File: src/rtl/pnguf_pkg.sv
// Shared types and constants for the PNG row unfilter (RGBA, 8 bits per channel).
// No dependencies; imported by every module of the block.
package pnguf_pkg;

    localparam int MAX_WIDTH       = 512;
    localparam int BYTES_PER_PIXEL = 4;
    localparam int LINE_BYTES      = MAX_WIDTH * BYTES_PER_PIXEL;
    localparam int COL_W           = $clog2(LINE_BYTES);

    localparam int WIDTH_REG_W  = 10;
    localparam int HEIGHT_REG_W = 16;
    localparam int CFG_DATA_W   = 16;

    localparam int QUEUE_DEPTH = 4;
    localparam int QPTR_W      = $clog2(QUEUE_DEPTH);

    // configuration register indexes
    localparam logic REG_IMAGE_WIDTH  = 1'b0;
    localparam logic REG_IMAGE_HEIGHT = 1'b1;

    localparam logic [7:0] FILTER_MAX = 8'd4;

    typedef enum logic [2:0] {
        FILT_NONE  = 3'd0,
        FILT_SUB   = 3'd1,
        FILT_UP    = 3'd2,
        FILT_AVG   = 3'd3,
        FILT_PAETH = 3'd4
    } filter_t;

    // one classified pixel byte, front to back
    typedef struct packed {
        logic [7:0]       data;
        logic [COL_W-1:0] col;
        filter_t          filt;
        logic             first_row;
        logic             row_start;
        logic             row_end;
        logic             image_end;
        logic             err;
    } pix_item_t;

endpackage

File: src/rtl/pnguf_front.sv
// Front end: configuration registers, row and image framing, filter byte decode.
// Depends on pnguf_pkg; feeds classified pixel items to pnguf_queue.
module pnguf_front
    import pnguf_pkg::*;
(
    input  logic                  clk,
    input  logic                  rst_n,
    input  logic                  cfg_wr_en,
    input  logic                  cfg_index,
    input  logic [CFG_DATA_W-1:0] cfg_data,
    input  logic                  accept,
    input  logic [7:0]            stream_byte,
    output logic                  push,
    output pix_item_t             item
);

    logic [WIDTH_REG_W-1:0]  width_reg;
    logic [HEIGHT_REG_W-1:0] height_reg;
    logic                    awaiting_reg;
    logic                    row_start_reg;
    logic                    first_row_reg;
    logic                    err_reg;
    filter_t                 filt_reg;
    logic [COL_W-1:0]        col_reg;
    logic [HEIGHT_REG_W-1:0] row_reg;

    logic [15:0]             width_eff;
    logic [15:0]             last_col;
    logic [COL_W-1:0]        col;
    logic [HEIGHT_REG_W-1:0] last_row;
    logic                    row_end;
    logic                    image_end;
    logic                    bad_code;

    always_comb
    begin
        width_eff = 16'(width_reg);
        if (width_reg == '0)
        begin
            width_eff = 16'd1;
        end
        else if (width_eff > 16'(MAX_WIDTH))
        begin
            width_eff = 16'(MAX_WIDTH);
        end
        last_col = 16'(width_eff << 2) - 16'd1;
        // clamp a column that ran past a shrunken row
        if (16'(col_reg) >= last_col)
        begin
            col = last_col[COL_W-1:0];
        end
        else
        begin
            col = col_reg;
        end
        last_row  = (height_reg == '0) ? '0 : height_reg - 1'b1;
        row_end   = (16'(col) >= last_col);
        image_end = row_end && (row_reg >= last_row);
        bad_code  = (stream_byte > FILTER_MAX);
    end

    assign push = accept && !awaiting_reg;

    always_comb
    begin
        item.data      = stream_byte;
        item.col       = col;
        item.filt      = filt_reg;
        item.first_row = first_row_reg;
        item.row_start = row_start_reg;
        item.row_end   = row_end;
        item.image_end = image_end;
        item.err       = err_reg;
    end

    always_ff @(posedge clk or negedge rst_n)
    begin
        if (!rst_n)
        begin
            width_reg  <= WIDTH_REG_W'(1);
            height_reg <= HEIGHT_REG_W'(1);
        end
        else if (cfg_wr_en)
        begin
            unique case (cfg_index)
                REG_IMAGE_WIDTH:  width_reg  <= cfg_data[WIDTH_REG_W-1:0];
                REG_IMAGE_HEIGHT: height_reg <= cfg_data[HEIGHT_REG_W-1:0];
                default: ;
            endcase
        end
    end

    always_ff @(posedge clk or negedge rst_n)
    begin
        if (!rst_n)
        begin
            awaiting_reg  <= 1'b1;
            row_start_reg <= 1'b0;
            first_row_reg <= 1'b1;
            err_reg       <= 1'b0;
            filt_reg      <= FILT_NONE;
            col_reg       <= '0;
            row_reg       <= '0;
        end
        else if (accept)
        begin
            if (awaiting_reg)
            begin
                // filter byte: decode and open the row
                if (bad_code)
                begin
                    err_reg  <= 1'b1;
                    filt_reg <= FILT_NONE;
                end
                else
                begin
                    filt_reg <= filter_t'(stream_byte[2:0]);
                end
                col_reg       <= '0;
                awaiting_reg  <= 1'b0;
                row_start_reg <= 1'b1;
            end
            else
            begin
                row_start_reg <= 1'b0;
                if (row_end)
                begin
                    awaiting_reg <= 1'b1;
                    col_reg      <= '0;
                    if (image_end)
                    begin
                        row_reg       <= '0;
                        first_row_reg <= 1'b1;
                    end
                    else
                    begin
                        row_reg       <= row_reg + 1'b1;
                        first_row_reg <= 1'b0;
                    end
                end
                else
                begin
                    col_reg <= col + 1'b1;
                end
            end
        end
    end

endmodule

File: config.mk
export PLATFORM = sky130hd
export DESIGN_NAME = pnguf_front
export DESIGN_NICKNAME = d
export VERILOG_FILES = /design/src/rtl/pnguf_pkg.sv /design/src/rtl/pnguf_front.sv
export SDC_FILE = /design/constraint.sdc
export NUM_CORES = 1
export LEC_CHECK = 0
export ABC_AREA = 1
export ABC_CLOCK_PERIOD_IN_PS = 6700
export CAP_MARGIN = 20
export CORE_MARGIN = 8
export CORE_UTILIZATION = 42
export CTS_BUF_LIST = sky130_fd_sc_hd__clkbuf_4 sky130_fd_sc_hd__clkbuf_8 sky130_fd_sc_hd__clkbuf_16
export DETAILED_ROUTE_END_ITERATION = 7
export DONT_BUFFER_PORTS = 1
export PLACE_DENSITY = 0.68
export SYNTH_ARGS = -nofsm -noshare
export SYNTH_HDL_FRONTEND = slang
export SYNTH_SLANG_ARGS = --single-unit
File: constraint.sdc
create_clock -name clk -period 6.7 [get_ports clk]
set_input_delay 1.34 -clock clk [delete_from_list [all_inputs] [get_ports clk]]
set_output_delay 1.34 -clock clk [all_outputs]
set_load 0.02 [all_outputs]
### Yosys cells after proc, flatten, opt, wreduce, memory -nomap -nowiden

Cells that the tools add are included.

* bits of input ports: 29
* output and inout bits: 28
* flip-flop bits (word level): 60

* order comparisons: 5
* muxes and demuxes: 12
* bitwise logic cells: 2
* add/sub/neg operators: 4
* reductions and logical operators: 10

Operators by type and width (count)
* $mux 11: 3
* $ge 11x16->1: 2
* $mux 16: 2
* $sub 16x1->16 const B: 2
* $add 16x1->16 const B: 1
* $ge 16x16->1: 1
* $logic_not 16->1: 1
* $mux 14: 1
* $add 11x1->11 const B: 1
* $gt 10x10->1 const B: 1
* $logic_not 10->1: 1
* $mux 10: 1
* $gt 8x3->1 const B: 1
* $reduce_and 2->1: 3
* $reduce_and 3->1: 2
* $mux 1: 4
* $mux 3: 1
* $logic_and 1x1->1: 2
* $not 1->1: 2
* $logic_not 1->1: 1

### Longest topological paths before layout

* depth in word-level cells: 9
* gate-level depth with buffers: 44
* mapped depth without buffers: 41

### Worst setup path before layout

Ideal clock, no wire load.

* path kind: reg2out
* from: register width_reg[0]
* to: output port item[1] (netlist bit)
* data required time: 5360 ps
* setup slack: 1141 ps
* stages on the path, launching flop included: 31
* path buffers: 3
* arrival: 4219 ps
* cell sequence: dfstp_2 nor2_1 nand2_1 nor2_2 nand2_2 nand2_2 buf_6 a21oi_2 ha_1 nand3_1 xnor2_1 ha_1 nand2_1 inv_1 nand4_1 o211ai_1 a21oi_1 nand2_1 nand2_2 nand2_4 nand2_8 buf_12 o21ai_0 ha_1 o21ai_0 nand2_1 nand2_1 inv_1 nand2_1 inv_1 buf_4

RTL lines
* from (decl): RTL line pnguf_front.sv:17 `logic [WIDTH_REG_W-1:0] width_reg;`
* from (signal assigned): RTL line pnguf_front.sv:86 `REG_IMAGE_WIDTH: width_reg <= cfg_data[WIDTH_REG_W-1:0];`
* to (decl): RTL line pnguf_front.sv:14 `output pix_item_t item`

==> summary.md <==
| Metric | Value |
|---|---|
| Initial core utilization | 0.432 |
| Xor-xnor portion of the synthesized cell area | 0.0410 |
| Antenna diode count | 0 |
| Gpl congestion | 0.939 |
| Clock buffer depth | 2 |
| Total power | about 1700 µW |
| R2R cell count | 40 |
| CTS clk-pin slew, worst paths | about 0.070 ns |
| R2R Path Start | width_reg[0] |
| Max Freq | 0.162 GHz |
| WP data required | roughly 5.4 ns |
| Worst Path Max Fanout | 13 |
| Worst-Margin Slew | roughly 0.85 ns |
| Final Setup Violations | 0 |
| Crit path from | width_reg[0] |
| Vias in the first global route | between 3000 and 4000 |
| Utilization after layout | 0.454 |
| Mapped cell area | ~4500 µm² |
| CTS tree | yes |
| Synth Area in Compound Gates | 0.121 |
| Gr usage total | 0.153 |
| Worst Hold Depth | 2 |
| Post-DP HPWL | 8310 µm |
| Synth warnings | 0 |
| Main synth FF type | dfrtp_1 |
| Largest net degree at the start of global routing | between 60 and 70 |
| Antenna violations before repair | 0 |
| DRC Markers | 0 |
| CP peak stage delay | roughly 0.57 ns |
| Ys async rst share | 1.00 |
| CTS Sinks | 60 |
| PD cells | approximately 360 nW/µm² |
| Lkg Pwr | ~0.0023 µW |
| Postcts setup bufs | 0 |
| Post-synth net total | between 600 and 700 |
| Grt ovf | 0 |
| Critical Path AT | between 4 and 5 ns |
| DR vias | approximately 3800 |
| Max H-tree Level | 3 |
| Drt initial violations | about 290 |
| Die height | around 120 µm |
| Antenna viol nets, final | 0 |
| Max cap viols | 0 |
| CP max-delay cell | dfstp_2 |
| Worst hold path class | register to register |
| Worst Min Path Start | height_reg[0] |
| Root Buffer | clkbuf_8 |
| Worst reg2reg endpoint | row_reg[9] |
| Synth Instances | about 600 |
| Router iterations before antenna repair | 4 |
| WHS Endpoint | height_reg[0] |
| Setup crit end kind | output port |
| Die X | between 100 and 150 µm |
| CTS Buf Count | 9 |
| Simple-Gate Fraction of Synth Area | 0.295 |
| Final Max Slew Viols | 0 |
| Share of layout cells above drive strength 1 | 0.119 |
| Mux cell area share after synthesis | 0.00753 |
| R2r setup slk | approximately 0.95 ns |
| Largest family of logic cells by synthesized area | simple AND/OR/NAND/NOR gates |
| Setup Skew | approximately 0.008 ns |
| Fin nets | 643 |
| Post-layout min period | 6.19 ns |
| Fin crit share | 0.924 |
| Worst path bufs/invs | 3 |
| Routed len/inst | 14.8 µm |
| Maximum vdd drop | 0.176 mV |
| First-pass GRT wire length | 17900 µm |
| Status | finished, final reports clean |
| FP Rows | 37 |
| Final WL | roughly 11000 µm |
| IO Pins | between 50 and 60 |
| Total core area | ~10000 µm² |
| WS Path Type | register to output port |
| CP delay by family, top | simple AND/OR/NAND/NOR gates |
| Vias per cell | between 5 and 6 |
| Synthesis-to-layout area growth | 5.02% |
| Fillers | approximately 1100 |
| Final Hold Fails | 0 |
| Slew headroom | 0.433 |
| Adder-Cell Fraction of Synth Area | 0.103 |
| Synth Register Bits | 60 |
| Most used cell, CP | nand2_1 |
| Setup crit start kind | register |
| # port buffers | 0 |
| Die area | 14200 µm² |
| Unique masters post-synth | between 40 and 50 |
| Register area share after synthesis | 0.336 |
| Average size of a mapped cell | roughly 7.6 µm² |
| Post-synth EDFFs | 0 |
| Clk Latency, worst-skew pair | approximately 0.35 ns |
## cell type report
type | count | area (µm²) | area share
multi-input cells | 436 | 2560 | 0.544
flip-flops and latches | 60 | 1510 | 0.320
inverters | 70 | 265 | 0.0563
well taps | 136 | 170 | 0.0361
clock buffers | 12 | 159 | 0.0337
clock inverters | 4 | 47.5 | 0.0101
## power breakdown
group	switching [µW]	internal, µW
Combinational	573	261
Sequential	93.0	442
Clock	147	195
## worst max path at each step
stage / end / slack (ns) / cells after the start
global placement: item[1] / 0.71 / 33
detailed placement: item[1] / 0.52 / 29
global route: item[1] / -0.03 / 36
floorplan: item[1] / 1.14 / 30
CTS: item[1] / 0.13 / 29
finish: item[1] / 0.51 / 33
## placed cells by master (no fill, tap or decap), types with 2 or more instances in the layout
cell type / instances
xor2_1: 17
inv_2: 2
nand3_1: 35
inv_1: 67
xnor2_1: 4
o21ai_1: 5
clkbuf_8: 11
o21ai_0: 44
o211ai_1: 3
nand3b_1: 3
nor3_1: 14
or2_2: 4
dfrtp_1: 56
nand2_4: 8
clkinv_2: 2
nor2_2: 2
nand2_2: 18
nand2_1: 130
nor2_4: 3
dfstp_2: 4
mux2_2: 3
nor2_1: 44
nor4_1: 7
nand4_1: 7
a21oi_1: 29
ha_1: 37
o31ai_1: 5
## repair_timing
action	4_1_cts	5_1_grt
resized for setup	0	9
setup endpoints to repair	0	2
hold buffers	0	0
endpoints found under the hold margin	0	0
## per-stage QoR
step	setup slack [ns]	hold slack, ns	cell area (µm²)	TNS (ns)	std cells
6_report	0.509	0.501	4710	0	718
5_1_grt	-0.0321	0.518	4710	-0.0321	718
4_1_cts	0.126	0.503	4690	0	718
3_5_place_dp	0.524	0.493	4480	0	702
3_3_place_gp	0.708	0.489	4480	0	702
2_1_floorplan	1.14	0.443	4480	0	591
## cell usage after synthesis, drive strengths merged, types with 5 or more instances
cell type    n  share of area
nand2      157           0.15
inv         70          0.059
dfrtp       56           0.31
o21ai       51          0.060
nor2        49          0.047
ha          37           0.10
nand3       35          0.039
a21oi       30          0.034
buf         17          0.032
xor2        17          0.033
nor3        14          0.016
clkbuf       8         0.0067
nand4        8          0.013
nor4         8          0.013
o31ai        5         0.0084
## logic make-up after synthesis
family | count (synthesis)
buffers and inverters | 95
and+or+nand+nor | 279
adders and majority gates | 37
muxes | 3
AOI/OAI and AO/OA | 96
DFF | 60
xor gates and xnor gates | 21
## layer usage
| metal | part of all wire | track usage | wire, µm | up-vias |
|---|---|---|---|---|
| met5 | 0 | 0 | 0 | - |
| met4 | 0.027 | 0.0570 | 285 | 0 |
| met3 | 0.054 | 0.0529 | 579 | 26 |
| met2 | 0.48 | 0.250 | 5150 | 104 |
| met1 | 0.43 | 0.181 | 4620 | 1793 |
| li1 | - | - | - | 1909 |
## worst register-to-register path: cells and delay by family, from the launching register on
family          cells  cell delay (ns)
simple gates       28             3.39
fa+ha+maj           2             0.64
compound gates      6             0.55
buf+inv             3             0.32
flops               1             0.57
xor+xnor            1             0.18
(Power assumes the default switching activity.)
