==> config.mk <==
export PLATFORM = sky130hd
export DESIGN_NAME = pnguf_queue
export DESIGN_NICKNAME = d
export VERILOG_FILES = /design/src/rtl/pnguf_pkg.sv /design/src/rtl/pnguf_queue.sv
export SDC_FILE = /design/constraint.sdc
export NUM_CORES = 1
export LEC_CHECK = 0
export ABC_AREA = 1
export ABC_CLOCK_PERIOD_IN_PS = 1600
export BUFFER_PORTS_ARGS = -buffer_cell sky130_fd_sc_hd__buf_4
export CORE_ASPECT_RATIO = 1.5
export CORE_MARGIN = 1
export CORE_UTILIZATION = 52
export CTS_CLUSTER_SIZE = 28
export DETAILED_ROUTE_END_ITERATION = 8
export HOLD_SLACK_MARGIN = 0.12
export PLACE_DENSITY = 0.84
export SETUP_SLACK_MARGIN = 0.4
export SYNTH_ARGS = -nofsm -noshare
export SYNTH_HDL_FRONTEND = slang
export SYNTH_SLANG_ARGS = --single-unit
==> constraint.sdc <==
create_clock -name clk -period 1.6 [get_ports clk]
set_input_delay 0.24 -clock clk [delete_from_list [all_inputs] [get_ports clk]]
set_output_delay 0.24 -clock clk [all_outputs]
set_load 0.05 [all_outputs]
==> src/rtl/pnguf_pkg.sv <==
// Shared types and constants for the PNG row unfilter (RGBA, 8 bits per channel).
// No dependencies; imported by every module of the block.
package pnguf_pkg;

    localparam int MAX_WIDTH       = 512;
    localparam int BYTES_PER_PIXEL = 4;
    localparam int LINE_BYTES      = MAX_WIDTH * BYTES_PER_PIXEL;
    localparam int COL_W           = $clog2(LINE_BYTES);

    localparam int WIDTH_REG_W  = 10;
    localparam int HEIGHT_REG_W = 16;
    localparam int CFG_DATA_W   = 16;

    localparam int QUEUE_DEPTH = 4;
    localparam int QPTR_W      = $clog2(QUEUE_DEPTH);

    // configuration register indexes
    localparam logic REG_IMAGE_WIDTH  = 1'b0;
    localparam logic REG_IMAGE_HEIGHT = 1'b1;

    localparam logic [7:0] FILTER_MAX = 8'd4;

    typedef enum logic [2:0] {
        FILT_NONE  = 3'd0,
        FILT_SUB   = 3'd1,
        FILT_UP    = 3'd2,
        FILT_AVG   = 3'd3,
        FILT_PAETH = 3'd4
    } filter_t;

    // one classified pixel byte, front to back
    typedef struct packed {
        logic [7:0]       data;
        logic [COL_W-1:0] col;
        filter_t          filt;
        logic             first_row;
        logic             row_start;
        logic             row_end;
        logic             image_end;
        logic             err;
    } pix_item_t;

endpackage

==> src/rtl/pnguf_queue.sv <==
// Short item queue between the front end and the reconstruction back end.
// Depends on pnguf_pkg for the item type and depth.
module pnguf_queue
    import pnguf_pkg::*;
(
    input  logic      clk,
    input  logic      rst_n,
    input  logic      push,
    input  pix_item_t push_item,
    input  logic      pop,
    output pix_item_t head_item,
    output logic      nonempty,
    output logic      full
);

    pix_item_t         slot_reg [QUEUE_DEPTH];
    logic [QPTR_W-1:0] wr_ptr_reg;
    logic [QPTR_W-1:0] rd_ptr_reg;
    logic [QPTR_W:0]   count_reg;
    logic [QPTR_W:0]   count_next;

    assign head_item = slot_reg[rd_ptr_reg];
    assign nonempty  = (count_reg != '0);
    assign full      = (count_reg == (QPTR_W+1)'(QUEUE_DEPTH));

    always_comb
    begin
        count_next = count_reg;
        if (push && !pop)
        begin
            count_next = count_reg + 1'b1;
        end
        else if (pop && !push)
        begin
            count_next = count_reg - 1'b1;
        end
    end

    always_ff @(posedge clk)
    begin
        if (push)
        begin
            slot_reg[wr_ptr_reg] <= push_item;
        end
    end

    always_ff @(posedge clk or negedge rst_n)
    begin
        if (!rst_n)
        begin
            wr_ptr_reg <= '0;
            rd_ptr_reg <= '0;
            count_reg  <= '0;
        end
        else
        begin
            if (push)
            begin
                wr_ptr_reg <= wr_ptr_reg + 1'b1;
            end
            if (pop)
            begin
                rd_ptr_reg <= rd_ptr_reg + 1'b1;
            end
            count_reg <= count_next;
        end
    end

endmodule

After elaboration in Yosys (flattened, before gate mapping)
Memory sizes are Yosys's and may differ from the RTL's.
Index checks and enable logic that the tools add are counted.

operators by class
  div/mod/pow operators = 0
  add/sub/neg operators = 4
  reduce and logical (&&, ||, !) cells = 6
  bitwise gates (word level) = 0
  order comparisons = 0
  multipliers = 0
  equal/unequal tests = 1
  multiplexer cells = 4
  shift-type cells = 0

operator list
  cell                 number
  $mux 3               2
  $add 2x1->2 const B  2
  $add 3x1->3 const B  1
  $eq 3x3->1 const B   1
  $reduce_bool 3->1    1
  $sub 3x1->3 const B  1
  $logic_and 1x1->1    2
  $logic_not 1->1      2
  $mux 1               2
  $reduce_bool 2->1    1

word-level totals
  memory bits (read-only) = 0
  bits in registers = 7
  memories kept = 1
  RAM bits = 108
  logic and storage cells = 19
  output and inout bits = 29
  bits in latches = 0

memories
  name      depth  bits a word  rd ports  clocked after Yosys merged registers in  write ports  line               RTL
  slot_reg  4      27           1         0                                        1            pnguf_queue.sv:16  pix_item_t slot_reg [QUEUE_DEPTH];

Depth between registers and ports, before layout
Gate-level depths: netlist of the first run.

  depth in word-level cells = 4
  gate-level depth with buffers = 9
  mapped depth without buffers = 9

Worst setup path before layout of the first run
OpenSTA, ideal clock, no wires.

  path type = register -> output
  start = register count_reg[0]
  end = output port full
  cell stages (with the launch flop) = 2
  data required time = 1360 ps
  arrival = 1522 ps
  slack = -162 ps
  buffers on the path = 0
  path through = dfrtp_1 nor3_1

between the ends
  word-level cells in the longest chain between the ends = 1

RTL lines
  item                    line               RTL
  start, declared         pnguf_queue.sv:19  logic [QPTR_W:0] count_reg;
  start signal, assigned  pnguf_queue.sv:65  count_reg <= count_next;
  $eq 3x3->1              pnguf_queue.sv:24  assign full = (count_reg == (QPTR_W+1)'(QUEUE_DEPTH));
  end, declared           pnguf_queue.sv:13  output logic full

No other way between the ends.

==> impl_metrics.toml, run 1 <==
[critical_path]
max_stage_delay_ns = 0.57
critical_path_buf_inv_count = 2
cp_data_required_time_ns = 1.36
cpMaxStageDelayCell = "dfrtp_4"
critPathTopFamily = "flip-flops"
endpoint_kind = "primary output"
cp-start-kind = "flop"
worst-path-stages = 4
path_cells = "buf_16, o211ai_1, nand2_2, buf_8"
path_class = "reg -> out"
cp_max_fo = 20
reg2reg_depth = 6
worstPathArrival_ns = 1.73

[worst_hold_path]
hp-class = "in -> async"

[cells_and_area]
nets = 530
largest_reg_flops = 108
area_growth_pct = 47.2
num_antenna_cells = 0
seqCellArea_mm2 = 0.00342
drive_gt1_frac = 0.345
multi_input_area_mm2 = 0.00107
final.fill_count = 436

[clock_network]
path_clk_slew_ns = 0.05
cts.sink_count = 115
cts_htree_levels = 4
cts_buffer_depth = 2
cts_tree = "yes"
clk_latency_ns = 0.40
cts_root_buffer = "clkbuf_16"
cts_buffers = 17

[power_and_ir_drop]
intPower_mw = 9.28
p_leak_nw = 2.83
powerDensity_mw_per_mm2 = 2220
power.share.switching = 0.400
vdd.ir_drop.worst_uv = 1700
power_mw = 15.5
seqPwrFrac = 0.277
switchingPower_mw = 6.20
p_comb_frac = 0.501
pwr-share-clk = 0.221

[yosys]
synth_compound_area_frac = 0.0866
synthMuxAreaShare = 0
synth_cell_types = 19
ys_warn_count = 0
synth_area_leader_cell = "edfxtp_1"
syn_avg_cell_area_um2 = 13.1
synthTopCellsByArea = "edfxtp_1, o211ai_1, nand2_1"
synth-main-ff-cell = "edfxtp_1"
syn_inst = 363
synth_simple_gate_area_frac = 0.0795
synth_fa_ha_area_frac = 0.0174
netlist_area_mm2 = 0.00474
synth.top_cell.area_share = 0.684
synth_xor_area_frac = 0.00739
yosysSeqAreaShare = 0.721
ys_ff_latch = 115
synthArstFlopShare = 0.0609
syn_nets = 400
synth_top_family_by_area = "buffers and inverters"
synth_edf_count = 108

[global_routing]
grt_pass1_vias = 3565
antenna_found_initial = 0
grt_max_degree = 41
overflow = 0
grt_usage = 0.276
grt_pass1_wl_um = 18600

[status]
outcome = "finished, violations left"
violations = "negative setup slack"

[floorplanning]
die-area_mm2 = 0.00951
core_area_mm2 = 0.00883
rows = 42
dieWidth_um = 79.9
ios = 60
die_h_um = 119
initial_core_util = 0.537

[flow_run]
maxCapViolCount = 0

[drt]
drt_iter0_markers = 329
remaining_drc_errors = 0
drt_wl_total_um = 11900
viasPerCell = 5.40
antenna_left = 0
drtPass1Iterations = 5
dr_total_vias = 3320
routedWlPerCell_um = 19.4

[placed_design]
numPortBuffers = 59
dp_hpwl_um = 5350
routabilityCongestion = 0.740

[sta]
setup_viol = 27
tightest_slew_ns = 0.279
rsz0062_at_grt = "yes"
layout_min_cycle_time_ns = 1.97
fin_skew_ns = 0.00460
relSlewSlack = 0.813
clock.fmax_mhz = 508
hold_viol = 0
setup_tns_ns = -7.47
finalWorstSetupSlack_ns = -0.370
timing.final.crit_share = 1.23
slew_viol_final = 0
==> per-stage QoR <==
stage                     instance area [um2]   util  cells  hold slack [ns]  worst slack, ns
final                                    6970  0.790    615            0.177           -0.370
after CTS                                6910  0.783    612            0.122           -0.328
after floorplan                          4860      -    363          -0.0556            0.173
after global routing                     6970  0.790    615            0.184           -0.399
after global placement                   5420  0.614    526           0.0574            0.148
after detailed placement                 5420  0.614    526           0.0605           0.0944
==> Yosys cell counts, types with 3 or more instances <==
cell type and instances:
edfxtp_1 108, nand2_1 95, inv_1 65, o211ai_1 54
buf_6 11, dfrtp_1 7, ha_1 5, buf_2 3
buf_4 3, xor2_1 3
==> repair_timing <==
| action | CTS | global route |
|---|---|---|
| hold endpoints to repair | 118 | 0 |
| hold buffers | 30 | 0 |
| pin swaps | 8 | 10 |
| gates cloned | 7 | 0 |
| setup endpoints to repair | 139 | 139 |
| setup buffers | 18 | 3 |
| resized for setup | 78 | 8 |
==> final timing paths <==
| kind | slack [ns] | startpoint | endpoint |
|---|---|---|---|
| worst max-delay path | -0.37 | rd_ptr_reg[0] | head_item[3] |
| worst max register to register | 0.06 | wr_ptr_reg[1] | slot_reg[0][21] |
| worst min register to register | 0.55 | count_reg[2] | count_reg[2] |
| min in group clk | 0.19 | push | wr_ptr_reg[0] |
| worst min-delay path | 0.18 | rst_n | count_reg[1] |
| max in group asynchronous | 1.27 | rst_n | rd_ptr_reg[0] |
==> cells by family (layout without fill, tap and decap cells) <==
| group | count (synthesis) | count (layout) |
|---|---|---|
| AO/OA/AOI/OAI | 55 | 55 |
| XOR/XNOR | 4 | 4 |
| adder cells (fa/ha/maj) | 6 | 6 |
| buffers and inverters | 84 | 226 |
| flip-flops | 115 | 115 |
| AND/OR/NAND/NOR | 99 | 99 |
==> per-layer routing <==
layer	track usage	wire length, um	part of all wire	vias to the layer above
met2	0.473	6670	0.56	148
li1	-	-	-	1520
met5	0	0	0	-
met1	0.317	4450	0.37	1619
met3	0.0621	520	0.044	33
met4	0.141	275	0.023	0
==> cell usage in the layout (no fill, tap or decap) <==
master	instances
nand3_2	1
clkinvlp_4	4
clkinv_2	2
xor2_1	3
dfrtp_4	1
ha_4	4
dlygate4sd3_1	30
o21ai_1	1
o211ai_1	54
bufinv_16	2
nand2_2	31
fa_2	1
inv_1	57
ha_1	1
nand2_4	4
clkbuf_1	5
nor2_1	1
inv_6	1
nor3_2	1
dfrtp_1	4
buf_16	8
clkinv_1	5
nand4_1	1
edfxtp_1	108
buf_8	4
buf_4	35
inv_2	3
nand2_1	60
buf_12	12
xnor2_1	1
buf_6	40
inv_4	1
dfrtp_2	2
clkbuf_16	17
==> worst reg2reg max path, delay by kind of cell (launching register included) <==
family,cells,cell delay [ns]
fa+ha+maj,1,0.18
flops,1,0.45
buf+inv,4,0.59
simple gates,1,0.10
==> power by group through the flow <==
stage | combinational [mW] | sequential, mW | clock [mW]
after floorplan | 4.45 | 4.17 | 0
after global placement | 5.68 | 4.22 | 0
after detailed placement | 5.80 | 4.26 | 0
after CTS | 7.42 | 4.25 | 3.44
after global routing | 8.14 | 4.32 | 3.60
final | 7.76 | 4.29 | 3.43
==> layout make-up <==
| class | count | share of cell area |
|---|---|---|
| multi-input combinational | 164 | 0.154 |
| sequential | 115 | 0.491 |
| timing repair buffer | 129 | 0.220 |
| clock inverter | 9 | 0.0127 |
| inverter | 66 | 0.0388 |
| tap | 110 | 0.0197 |
| clock buffer | 22 | 0.0637 |
(Power assumes the default switching activity.)
==> run 2, diff against run 1 <==
--- a/config.mk
+++ b/config.mk
@@ -7,14 +7,14 @@
 export LEC_CHECK = 0
 export ABC_AREA = 1
 export ABC_CLOCK_PERIOD_IN_PS = 1600
-export BUFFER_PORTS_ARGS = -buffer_cell sky130_fd_sc_hd__buf_4
 export CORE_ASPECT_RATIO = 1.5
 export CORE_MARGIN = 1
-export CORE_UTILIZATION = 52
+export CORE_UTILIZATION = 56
 export CTS_CLUSTER_SIZE = 28
 export DETAILED_ROUTE_END_ITERATION = 8
+export DONT_BUFFER_PORTS = 1
 export HOLD_SLACK_MARGIN = 0.12
-export PLACE_DENSITY = 0.84
+export PLACE_DENSITY = 0.82
 export SETUP_SLACK_MARGIN = 0.4
 export SYNTH_ARGS = -nofsm -noshare
 export SYNTH_HDL_FRONTEND = slang
==> run 2 against run 1 <==
Against the previous run: the run still ends with negative setup slack left; final cell count fell by 9.6%; via count fell by 5.8%; critical path type unchanged; critical endpoint is now head_item[12]; worst hold slack got worse by 0.040 ns; non-clock buffer count fell by 55; fmax rose by 1.3%; power fell by 9.0%.
==> impl_metrics.toml, run 2 (same netlist as run 1, synthesis figures left out) <==
[drt]
routedWlPerCell_um = 21.5
dr_total_vias = 3129
drt_iter0_markers = 293
remaining_drc_errors = 0
drtPass1Iterations = 5
antenna_left = 0
viasPerCell = 5.63
drt_wl_total_um = 12000

[placed_design]
numPortBuffers = 0
dp_slack_ns = 0.0984
placedInstanceArea_mm2 = 0.00501
dp_hpwl_um = 5420
routabilityCongestion = 0.744

[floorplanning]
die_h_um = 115
initial_core_util = 0.584
dieWidth_um = 77.1
ios = 60
core_area_mm2 = 0.00811
die-area_mm2 = 0.00884
rows = 40

[sta]
setup_tns_ns = -6.74
relSlewSlack = 0.704
tightest_slew_ns = 0.442
layout_min_cycle_time_ns = 1.94
timing.final.crit_share = 1.22
fin_skew_ns = 0.0177
setup_viol = 27
slew_viol_final = 0
worst_hold_slack_ns = 0.138
rsz0062_at_grt = "yes"
clock.fmax_mhz = 514
finalWorstSetupSlack_ns = -0.345
hold_viol = 0

[status]
outcome = "finished, violations left"
violations = "negative setup slack"

[cells_and_area]
drive_gt1_frac = 0.288
mostFrequentLayoutCell = "edfxtp_1"
nets = 475
layout_common_cells = "edfxtp_1, nand2_1, inv_1"
finalInstanceArea_mm2 = 0.00643
largest_reg_flops = 108
area_growth_pct = 35.6
num_antenna_cells = 0

[clock_network]
cts_tree = "yes"
cts_htree_levels = 4
path_clk_slew_ns = 0.05
cts_buffer_depth = 2
cts.sink_count = 115
cts_buffers = 17
clk_latency_ns = 0.42
cts_root_buffer = "clkbuf_16"

[global_routing]
grt_max_degree = 30
antenna_found_initial = 0
grt_pass1_vias = 3172
overflow = 0
grt_usage = 0.280
grt_pass1_wl_um = 17100

[power_and_ir_drop]
powerDensity_mw_per_mm2 = 2190
p_leak_nw = 2.54
vdd.ir_drop.worst_uv = 1310

[critical_path]
worstPathArrival_ns = 1.70
path_class = "reg -> out"
cp_data_required_time_ns = 1.36
cp_max_fo = 18
endpoint_kind = "primary output"
cp-start-kind = "flop"

[worst_hold_path]
hp-class = "in -> reg"

[flow_run]
maxCapViolCount = 0
-- run 2: what timing repair did --
item | CTS | global route
cloned | 7 | 0
hold buffers | 30 | 0
setup endpoints to repair | 139 | 141
pin swaps | 20 | 30
resized for setup | 55 | 13
setup buffers | 16 | 4
hold endpoints to repair | 120 | 0
-- run 2: critical path: stages, from the launching register on --
cell and delay, ns:
dfrtp_4 0.54, buf_4 0.23, o211ai_1 0.26, nand2_2 0.25
-- run 2: path summary, 6_finish.rpt --
check,startpoint,depth (start not counted),slack [ns],endpoint
setup / recovery,rd_ptr_reg[0],3,-0.34,head_item[12]
hold / removal,pop,3,0.14,count_reg[0]
setup reg to reg,wr_ptr_reg[1],6,0.06,slot_reg[0][19]
hold reg to reg,count_reg[2],3,0.61,count_reg[2]
max in group asynchronous,rst_n,1,1.06,rd_ptr_reg[0]
min in group asynchronous,rst_n,1,0.19,wr_ptr_reg[1]
-- run 2: power by group --
part           internal (mW)  switching, mW  total, mW
Combinational           1.91           4.39       6.30
Clock                   2.21           1.26       3.47
Sequential              3.98          0.341       4.32
-- run 2: area by class of cell --
class / instances / area [um2]
Clock buffer: 28 / 527
Clock inverter: 4 / 20.0
Fill cell: 400 / 1680
Inverter: 66 / 273
Multi-Input combinational cell: 164 / 1090
Sequential cell: 115 / 3430
Tap cell: 105 / 131
Timing Repair Buffer: 74 / 957
-- run 2: metal layers --
metal,vias to the layer above,global-route usage,share of wire
met5,-,0,0
met4,0,0.177,0.037
met3,33,0.0884,0.071
met2,165,0.483,0.55
met1,1526,0.295,0.34
li1,1405,-,-
-- run 2: stage by stage --
stage	power, mW	instances	util
after floorplan	8.61	363	-
after global placement	9.09	467	0.617
after detailed placement	9.23	467	0.617
after CTS	13.6	552	0.784
after global routing	14.6	556	0.793
final	14.1	556	0.793
